`src/hdl/nts_pkg.sv`:
```
// ----------------------------------------------------------------------------
// nts_pkg
// Shared types, format codes and character helpers for the number text
// parse and format block.
// ----------------------------------------------------------------------------
package nts_pkg;

    localparam int VAL_W = 32;

    // Render format codes
    localparam logic [1:0] FMT_BIN      = 2'd0;
    localparam logic [1:0] FMT_SDEC     = 2'd1;
    localparam logic [1:0] FMT_HEX      = 2'd2;
    localparam logic [1:0] FMT_SWAP_DEC = 2'd3;

    // Request kinds
    localparam logic REQ_PARSE  = 1'b0;
    localparam logic REQ_RENDER = 1'b1;

    // ASCII codes used in more than one place
    localparam logic [7:0] CH_ZERO    = 8'h30;
    localparam logic [7:0] CH_NEWLINE = 8'h0a;

    // Input item
    typedef struct packed {
        logic       req_type;
        logic [7:0] char_in;
        logic       first_char;
        logic [1:0] format_sel;
    } t_nts_in;

    // Result item
    typedef struct packed {
        logic [7:0] char_out;
        logic       line_last;
    } t_nts_out;

    // Parsed value handed from the parser to the renderer
    typedef struct packed {
        logic [VAL_W-1:0] magnitude;
        logic             minus_seen;
    } t_nts_value;

    // Lowercase hex character of one nibble
    function automatic logic [7:0] hex_char(input logic [3:0] nib);
        logic [7:0] c;
        if (nib < 4'd10) begin
            c = CH_ZERO + {4'd0, nib};
        end else begin
            c = 8'h61 + {4'd0, nib} - 8'd10;
        end
        return c;
    endfunction

endpackage

```
`src/hdl/nts_parse.sv`:
```
// ----------------------------------------------------------------------------
// nts_parse
// Character parser: takes one ASCII character a cycle while i_take is set,
// building a 32-bit magnitude in decimal or hex; tracks a leading minus sign.
// ----------------------------------------------------------------------------
module nts_parse (
    input  logic               i_clk,
    input  logic               i_rst_n,
    input  logic               i_take,
    input  logic [7:0]         i_char,
    input  logic               i_first,
    output nts_pkg::t_nts_value o_value
);
    import nts_pkg::*;

    localparam logic [1:0] MODE_DEC  = 2'd0;
    localparam logic [1:0] MODE_HEX  = 2'd1;
    localparam logic [1:0] MODE_STOP = 2'd2;

    localparam logic [7:0] CH_MINUS = 8'h2d;
    localparam logic [7:0] CH_X     = 8'h78;

    logic [VAL_W-1:0] r_mag, n_mag;
    logic             r_minus, n_minus;
    logic [1:0]       r_mode, n_mode;
    logic [1:0]       r_pos, n_pos;

    // Digit decode of the incoming character
    logic             dec_ok, hex_ok;
    logic [3:0]       dec_val, hex_val;

    always_comb begin
        dec_ok  = (i_char >= 8'h30) && (i_char <= 8'h39);
        dec_val = i_char[3:0];
        hex_ok  = 1'b1;
        hex_val = 4'd0;
        if (dec_ok) begin
            hex_val = i_char[3:0];
        end else if (((i_char >= 8'h61) && (i_char <= 8'h66)) ||
                     ((i_char >= 8'h41) && (i_char <= 8'h46))) begin
            hex_val = i_char[3:0] + 4'd9;
        end else begin
            hex_ok = 1'b0;
        end
    end

    // Next parser state: first_char restarts from the reset state
    always_comb begin
        logic [VAL_W-1:0] b_mag;
        logic             b_minus;
        logic [1:0]       b_mode;
        logic [1:0]       b_pos;
        b_mag   = i_first ? '0 : r_mag;
        b_minus = i_first ? 1'b0 : r_minus;
        b_mode  = i_first ? MODE_DEC : r_mode;
        b_pos   = i_first ? 2'd0 : r_pos;

        n_mag   = b_mag;
        n_minus = b_minus;
        n_mode  = b_mode;
        n_pos   = (b_pos == 2'd3) ? b_pos : b_pos + 2'd1;

        if ((b_mode == MODE_DEC) || (b_mode == MODE_HEX)) begin
            if ((b_pos == 2'd0) && (i_char == CH_MINUS)) begin
                n_minus = 1'b1;
            end else if ((b_pos == 2'd1) && (i_char == CH_X) && (b_mode == MODE_DEC) &&
                         !b_minus && (b_mag == '0)) begin
                n_mode = MODE_HEX;
            end else if (b_mode == MODE_HEX) begin
                if (hex_ok) begin
                    n_mag = {b_mag[VAL_W-5:0], hex_val};
                end else begin
                    n_mode = MODE_STOP;
                end
            end else begin
                // times ten is (x << 3) + (x << 1)
                if (dec_ok) begin
                    n_mag = {b_mag[VAL_W-4:0], 3'd0} + {b_mag[VAL_W-2:0], 1'b0} +
                            {{(VAL_W-4){1'b0}}, dec_val};
                end else begin
                    n_mode = MODE_STOP;
                end
            end
        end
    end

    always_ff @(posedge i_clk) begin
        if (!i_rst_n) begin
            r_mag   <= '0;
            r_minus <= 1'b0;
            r_mode  <= MODE_DEC;
            r_pos   <= 2'd0;
        end else if (i_take) begin
            r_mag   <= n_mag;
            r_minus <= n_minus;
            r_mode  <= n_mode;
            r_pos   <= n_pos;
        end
    end

    assign o_value.magnitude  = r_mag;
    assign o_value.minus_seen = r_minus;

endmodule

```
`src/hdl/nts_render.sv`:
```
// ----------------------------------------------------------------------------
// nts_render
// Line renderer: shifts the value out one bit or one digit a cycle while the
// output is not stalled, converts to decimal with a serial shift-add-3 pass,
// and drives the result register.
// ----------------------------------------------------------------------------
module nts_render (
    input  logic                i_clk,
    input  logic                i_rst_n,
    input  logic                i_start,
    input  logic [1:0]          i_fmt,
    input  nts_pkg::t_nts_value i_value,
    output logic                o_busy,
    output logic                o_out_valid,
    input  logic                i_out_ready,
    output nts_pkg::t_nts_out   o_out_data
);
    import nts_pkg::*;

    localparam int BCD_DIGITS = 10;
    localparam int BCD_W      = 4 * BCD_DIGITS;
    localparam int CNT_W      = 6;

    localparam logic [3:0] ST_IDLE = 4'd0;
    localparam logic [3:0] ST_PFX0 = 4'd1;
    localparam logic [3:0] ST_PFX1 = 4'd2;
    localparam logic [3:0] ST_DIGB = 4'd3;
    localparam logic [3:0] ST_DIGH = 4'd4;
    localparam logic [3:0] ST_SIGN = 4'd5;
    localparam logic [3:0] ST_CONV = 4'd6;
    localparam logic [3:0] ST_DIGD = 4'd7;
    localparam logic [3:0] ST_NL   = 4'd8;

    localparam logic [7:0] CH_ONE   = 8'h31;
    localparam logic [7:0] CH_B     = 8'h62;
    localparam logic [7:0] CH_X     = 8'h78;
    localparam logic [7:0] CH_MINUS = 8'h2d;

    logic [3:0]       r_state, n_state;
    logic [1:0]       r_fmt, n_fmt;
    logic [VAL_W-1:0] r_val, n_val;
    logic [BCD_W-1:0] r_bcd, n_bcd;
    logic [CNT_W-1:0] r_cnt, n_cnt;
    logic             r_started, n_started;

    logic             r_ovalid;
    logic [7:0]       r_ochar;
    logic             r_olast;

    logic             can_load;
    logic             emit;
    logic [7:0]       e_char;
    logic             e_last;
    logic             is_last;

    logic [VAL_W-1:0] neg_mag, value, swapped;
    logic [BCD_W-1:0] bcd_adj;

    assign can_load = !r_ovalid || i_out_ready;
    assign is_last  = (r_cnt == CNT_W'(1));

    // Signed value and its byte-swapped form
    assign neg_mag = '0 - i_value.magnitude;
    assign value   = i_value.minus_seen ? neg_mag : i_value.magnitude;
    assign swapped = {value[7:0], value[15:8], value[23:16], value[31:24]};

    // Add 3 to every BCD digit of 5 or more before the shift
    always_comb begin
        for (int i = 0; i < BCD_DIGITS; i++) begin
            bcd_adj[4*i +: 4] = (r_bcd[4*i +: 4] >= 4'd5) ? r_bcd[4*i +: 4] + 4'd3
                                                          : r_bcd[4*i +: 4];
        end
    end

    // Sequencer
    always_comb begin
        logic show;
        show      = 1'b0;
        n_state   = r_state;
        n_fmt     = r_fmt;
        n_val     = r_val;
        n_bcd     = r_bcd;
        n_cnt     = r_cnt;
        n_started = r_started;
        emit      = 1'b0;
        e_char    = CH_ZERO;
        e_last    = 1'b0;

        unique case (r_state)
            ST_IDLE: begin
                if (i_start) begin
                    n_fmt = i_fmt;
                    n_bcd = '0;
                    n_cnt = CNT_W'(VAL_W);
                    unique case (i_fmt)
                        FMT_BIN: begin
                            n_val   = value;
                            n_state = ST_PFX0;
                        end
                        FMT_HEX: begin
                            n_val   = value;
                            n_cnt   = CNT_W'(VAL_W / 4);
                            n_state = ST_PFX0;
                        end
                        FMT_SDEC: begin
                            // |value| is either the magnitude or its negation
                            n_val   = (i_value.minus_seen ^ value[VAL_W-1]) ? neg_mag
                                                                           : i_value.magnitude;
                            n_state = value[VAL_W-1] ? ST_SIGN : ST_CONV;
                        end
                        default: begin
                            n_val   = swapped;
                            n_state = ST_CONV;
                        end
                    endcase
                end
            end
            ST_PFX0: begin
                emit   = 1'b1;
                e_char = CH_ZERO;
                if (can_load) begin
                    n_state = ST_PFX1;
                end
            end
            ST_PFX1: begin
                emit   = 1'b1;
                e_char = (r_fmt == FMT_BIN) ? CH_B : CH_X;
                if (can_load) begin
                    n_started = 1'b0;
                    n_state   = (r_fmt == FMT_BIN) ? ST_DIGB : ST_DIGH;
                end
            end
            ST_DIGB: begin
                show   = r_val[VAL_W-1] || r_started || is_last;
                emit   = show;
                e_char = r_val[VAL_W-1] ? CH_ONE : CH_ZERO;
                if (!show || can_load) begin
                    n_val     = {r_val[VAL_W-2:0], 1'b0};
                    n_cnt     = r_cnt - CNT_W'(1);
                    n_started = r_started || show;
                    if (is_last) begin
                        n_state = ST_NL;
                    end
                end
            end
            ST_DIGH: begin
                show   = (r_val[VAL_W-1 -: 4] != 4'd0) || r_started || is_last;
                emit   = show;
                e_char = hex_char(r_val[VAL_W-1 -: 4]);
                if (!show || can_load) begin
                    n_val     = {r_val[VAL_W-5:0], 4'd0};
                    n_cnt     = r_cnt - CNT_W'(1);
                    n_started = r_started || show;
                    if (is_last) begin
                        n_state = ST_NL;
                    end
                end
            end
            ST_SIGN: begin
                emit   = 1'b1;
                e_char = CH_MINUS;
                if (can_load) begin
                    n_state = ST_CONV;
                end
            end
            ST_CONV: begin
                // one binary bit enters the BCD register per cycle
                n_bcd = {bcd_adj[BCD_W-2:0], r_val[VAL_W-1]};
                n_val = {r_val[VAL_W-2:0], 1'b0};
                n_cnt = r_cnt - CNT_W'(1);
                if (is_last) begin
                    n_cnt     = CNT_W'(BCD_DIGITS);
                    n_started = 1'b0;
                    n_state   = ST_DIGD;
                end
            end
            ST_DIGD: begin
                show   = (r_bcd[BCD_W-1 -: 4] != 4'd0) || r_started || is_last;
                emit   = show;
                e_char = CH_ZERO + {4'd0, r_bcd[BCD_W-1 -: 4]};
                if (!show || can_load) begin
                    n_bcd     = {r_bcd[BCD_W-5:0], 4'd0};
                    n_cnt     = r_cnt - CNT_W'(1);
                    n_started = r_started || show;
                    if (is_last) begin
                        n_state = ST_NL;
                    end
                end
            end
            ST_NL: begin
                emit   = 1'b1;
                e_char = CH_NEWLINE;
                e_last = 1'b1;
                if (can_load) begin
                    n_state = ST_IDLE;
                end
            end
            default: begin
                n_state = ST_IDLE;
            end
        endcase
    end

    // Control registers
    always_ff @(posedge i_clk) begin
        if (!i_rst_n) begin
            r_state   <= ST_IDLE;
            r_started <= 1'b0;
            r_cnt     <= '0;
            r_ovalid  <= 1'b0;
        end else begin
            r_state   <= n_state;
            r_started <= n_started;
            r_cnt     <= n_cnt;
            if (emit && can_load) begin
                r_ovalid <= 1'b1;
            end else if (i_out_ready) begin
                r_ovalid <= 1'b0;
            end
        end
    end

    // Data registers
    always_ff @(posedge i_clk) begin
        r_fmt <= n_fmt;
        r_val <= n_val;
        r_bcd <= n_bcd;
        if (emit && can_load) begin
            r_ochar <= e_char;
            r_olast <= e_last;
        end
    end

    assign o_busy               = (r_state != ST_IDLE);
    assign o_out_valid          = r_ovalid;
    assign o_out_data.char_out  = r_ochar;
    assign o_out_data.line_last = r_olast;

endmodule

```
`src/hdl/number_text_parse_and_format.sv`:
```
// ----------------------------------------------------------------------------
// number_text_parse_and_format
// ASCII number parser with a serial line renderer (binary, signed decimal,
// hex, byte-swapped unsigned decimal).
// ----------------------------------------------------------------------------
// Usage:
//   Input channel (i_in_valid / o_in_ready / i_in_data) carries one item per
//   handshake. A parse item updates the parser registers and gives no
//   result; parse items can be taken back to back, one per cycle.
//   A render item starts the line renderer, which sends one character per
//   handshake on the output channel (o_out_valid / i_out_ready / o_out_data),
//   the newline flagged with line_last. No new item is taken until the last
//   character has entered the output register.
//   A render item steps in order: binary sends 0b, then the bits; hex sends
//   0x, then the nibbles; decimal sends any minus sign, runs the serial
//   shift-add-3 conversion and then sends the digits. The newline ends a line.
//   Leading zero bits or digits, but the last, are shifted past and send nothing.
//   Output stalls hold the renderer on the pending character.
//   Reset clears the parser to zero in decimal mode and empties the output.
// ----------------------------------------------------------------------------
module number_text_parse_and_format (
    input  logic              i_clk,
    input  logic              i_rst_n,
    input  logic              i_in_valid,
    output logic              o_in_ready,
    input  nts_pkg::t_nts_in  i_in_data,
    output logic              o_out_valid,
    input  logic              i_out_ready,
    output nts_pkg::t_nts_out o_out_data
);
    import nts_pkg::*;

    logic       busy;
    logic       take;
    logic       take_parse;
    logic       take_render;
    t_nts_value value;

    assign o_in_ready  = !busy;
    assign take        = i_in_valid && !busy;
    assign take_parse  = take && (i_in_data.req_type == REQ_PARSE);
    assign take_render = take && (i_in_data.req_type == REQ_RENDER);

    // Parser state
    nts_parse u_parse (
        .i_clk   (i_clk),
        .i_rst_n (i_rst_n),
        .i_take  (take_parse),
        .i_char  (i_in_data.char_in),
        .i_first (i_in_data.first_char),
        .o_value (value)
    );

    // Line renderer and output register
    nts_render u_render (
        .i_clk       (i_clk),
        .i_rst_n     (i_rst_n),
        .i_start     (take_render),
        .i_fmt       (i_in_data.format_sel),
        .i_value     (value),
        .o_busy      (busy),
        .o_out_valid (o_out_valid),
        .i_out_ready (i_out_ready),
        .o_out_data  (o_out_data)
    );

endmodule

```
`config.mk`:
```
export PLATFORM = sky130hd
export DESIGN_NAME = number_text_parse_and_format
export DESIGN_NICKNAME = d
export VERILOG_FILES = /design/src/hdl/nts_pkg.sv /design/src/hdl/nts_parse.sv /design/src/hdl/nts_render.sv /design/src/hdl/number_text_parse_and_format.sv
export SDC_FILE = /design/constraint.sdc
export NUM_CORES = 1
export LEC_CHECK = 0
export ABC_AREA = 1
export ABC_CLOCK_PERIOD_IN_PS = 3200
export BUFFER_PORTS_ARGS = -buffer_cell sky130_fd_sc_hd__buf_2
export CORE_MARGIN = 4
export CORE_UTILIZATION = 59
export DETAILED_ROUTE_END_ITERATION = 10
export GPL_TIMING_DRIVEN = 0
export PLACE_DENSITY = 0.79
export SLEW_MARGIN = 10
export SYNTH_ARGS = -nofsm -noshare
export SYNTH_HDL_FRONTEND = slang
export SYNTH_SLANG_ARGS = --single-unit
export TNS_END_PERCENT = 5
```
`constraint.sdc`:
```
create_clock -name i_clk -period 3.2 [get_ports i_clk]
set_input_delay 0.32 -clock i_clk [delete_from_list [all_inputs] [get_ports i_clk]]
set_output_delay 0.32 -clock i_clk [all_outputs]
set_load 0.01 [all_outputs]
```
==> results.yml <==
finish:
  final_cell_mix: "nand2_1 (622), inv_1 (240), nor2_1 (194), o21ai_0 (145), a21oi_1 (142)"
  layout-area-overhead-vs-synth_pct: 9.38
  layout-drive-gt1-share_pct: 6.70
  final_util_pct: 65.8
  fin_nets: 2168
  diodes: 0
  layout_commonest_cell: "nand2_1"
  num-fill-cells: 1977
grt:
  antenna_found_initial: 0
  grt-ovfl-total: 0
  grt_max_degree: 29
  grt_pass1_wl_mm: 68.1
  grt_pass1_vias: 12665
  grtUsageTotal_pct: 35.7
floorplan:
  rows: 53
  pin_count: 27
  start_util_pct: 60.1
  fp.dieW_um: 155
  die_h_um: 155
  core_area_mm2: 0.0211
  dieArea_mm2: 0.0239
critical_path:
  crit_chain: "inv_1 > nor2_2 > ha_1 > ha_1 > nand2_1 > o21ai_0 > nand3b_1 > buf_4 > nand2_1 > nand2_1 > nand2_1 > nand3_1 > nand2_1 > nand2_1 > a21oi_1"
  cp-end-kind: "register"
  startpoint: "u_parse.r_mag[9]"
  cp.arrival_ps: 3500
  worstReg2RegStart: "u_parse.r_mag[9]"
  max_stage_delay_ps: 560
  cp-start-kind: "register"
  slowest_stage: "dfxtp_1"
  cp.required_ps: 3520
  critPathMostFrequentCell: "nand2_1"
  cp_max_fo: 6
  worstSetupPathType: "register to register"
placed_design:
  place_congestion: 1.09
  io_buffer_count: 25
  dp_hpwl_mm: 34.3
  preCtsSetupSlack_ps: -433
synthesis:
  synth_top_family_by_area: "simple AND/OR/NAND/NOR gates"
  yosysWarningCount: 0
  ys_ff_latch: 131
  synthAdderAreaFrac_pct: 9.00
  synth-simple-area-share_pct: 34.1
  ys_seq_area_share_pct: 27.1
  synth.top_cell.area_share_pct: 19.4
  syn_area_mm2: 0.0127
  synth_edf_count: 82
  synth_cell_type_count: 52
  synthArstFlopShare_pct: 0
  muxShareOfSynthArea_pct: 0
  syn-num-nets: 2120
  syn_inst: 2014
  synth_xor_area_share_pct: 1.86
  synth.area.top_cells: "edfxtp_1 (19%), nand2_1 (19%), ha_1 (8.7%), dfxtp_1 (7.7%), inv_1 (7.1%)"
  avgSynthCellArea_um2: 6.30
  ys.flop_type: "edfxtp_1"
  synth_compound_area_share_pct: 17.9
  yosysTopAreaCell: "edfxtp_1"
pwr:
  sw_frac_of_total_pct: 47.9
  power_density_mw_per_mm2: 753
  combPwrFrac_pct: 50.0
  power.leakage_nw: 6.83
  pwr-share-clk_pct: 18.3
  seqPwrFrac_pct: 31.7
  vdd_drop_max_v: 0.000442
  power_report.internal_total_mw: 5.44
  switchingPower_mw: 5.01
route:
  ant_nets: 0
  drc_errors: 0
  drt_wl_total_mm: 43.6
  detail_route.vias_per_cell: 6.09
  wl_per_cell_um: 18.5
  vias: 14300
  drt_first_pass_iters: 6
  drt_iter0_markers: 1976
timing:
  hold_violations: 0
  fin_skew_ps: 11.7
  setup_slack_ps: 16.5
  hold_slack_ps: 208
  setup_viol: 0
  post-route-period-util_pct: 99.5
  setup_tns_ps: 0
  slew_headroom_pct: 54.0
  final_max_slew_viol_count: 0
  fin_crit_ps: 3180
  tightest_slew_ps: 690
  max_clock_freq_ghz: 0.314
run_status:
  status: "finished, final reports clean"
clock_network:
  clock_latency_ps: 440
  cts_tree: "done"
  clk_path_buf_depth: 2
  htreeDepth: 4
  cts_root_buffer: "clkbuf_16"
  hold_buffers: 0
  cts_buffers: 17
  clk_pin_slew_ps: 70
  cts_sinks: 131
hold_path:
  min_path_type: "input pin to register"
  min_from: "i_in_data[1]"
flow_run:
  max-cap-violations: 0
==> worst max-delay path, delay by kind of cell (launching register included) <==
kind                     cells  cell delay, ps
AO/OA/AOI/OAI                2             510
adder cells (fa/ha/maj)      2             650
buffers and inverters        2             330
flip-flops                   1             560
AND/OR/NAND/NOR              9            1020
==> power by group through the flow <==
stage / clock network [mW] / logic (mW) / registers (mW)
floorplan: 0 / 3.60 / 3.18
global placement: 0 / 4.69 / 3.34
detailed placement: 0 / 5.00 / 3.31
CTS: 1.91 / 5.07 / 3.29
global route: 1.99 / 5.81 / 3.38
finish: 1.91 / 5.22 / 3.32
==> kinds of logic after synthesis <==
kind of cell,count (synthesis)
xor+xnor,27
fa+ha+maj,90
flops,131
simple gates,1048
compound gates,399
other cells,1
buf+inv,318
==> cell type report <==
class | count | area (µm²) | share of cell area, %
Sequential cell | 131 | 3450 | 24.9
Buffer | 71 | 342 | 2.46
Clock inverter | 12 | 93.8 | 0.676
Tap cell | 275 | 344 | 2.48
Multi-Input combinational cell | 1565 | 8060 | 58.1
Timing Repair Buffer | 29 | 188 | 1.35
Inverter | 247 | 930 | 6.70
Clock buffer | 20 | 468 | 3.37
==> timing repair <==
item	CTS	global route
setup endpoints to repair	21	18
hold endpoints to repair	0	0
resized for setup	11	21
pin swaps	0	0
setup buffers	1	1
==> state kept, by name, summed over array words and instances, names as in the netlist, 2 cells and up <==
| name | count |
|---|---|
| u_parse.r_mag | 32 |
| u_parse.r_mode | 2 |
| u_parse.r_pos | 2 |
| u_render.r_bcd | 40 |
| u_render.r_cnt | 6 |
| u_render.r_fmt | 2 |
| u_render.r_ochar | 7 |
| u_render.r_state | 4 |
| u_render.r_val | 32 |
==> Yosys cell counts (all sizes together), types with 6 or more instances <==
library cell / count
clkbuf: 43
nand4: 21
buf: 28
nor3: 16
nand2: 630
and2: 8
a21oi: 144
o32ai: 11
o21ai: 151
dfxtp: 49
or2: 6
o211ai: 7
inv: 244
o21bai: 10
edfxtp: 82
nor2: 215
nand3: 141
ha: 88
xor2: 25
o22ai: 36
a22oi: 27
nand3b: 8
==> through the flow <==
step	power (mW)	std cells	instance area [µm²]
finish	10.4	2350	13900
global placement	8.03	2314	13200
floorplan	6.77	2014	12700
detailed placement	8.31	2316	13200
global route	11.2	2350	13900
CTS	10.3	2349	13800
==> per-layer routing <==
metal	up-vias	GRT usage, %	wire length, µm
li1	6769	-	-
met1	6546	52.7	18800
met2	885	52.5	18300
met3	100	8.20	5570
met4	0	9.38	896
met5	-	0	0
==> path summary, 6_finish.rpt <==
kind | to | slack, ps | depth (start not counted)
worst max-delay path | u_parse.r_mag[29] | 20 | 15
worst max register to register | u_parse.r_mag[29] | 20 | 15
worst min register to register | u_render.r_state[2] | 490 | 2
worst min-delay path | u_render.r_fmt[1] | 210 | 1
Note: power is estimated with default switching activity, not from simulation.
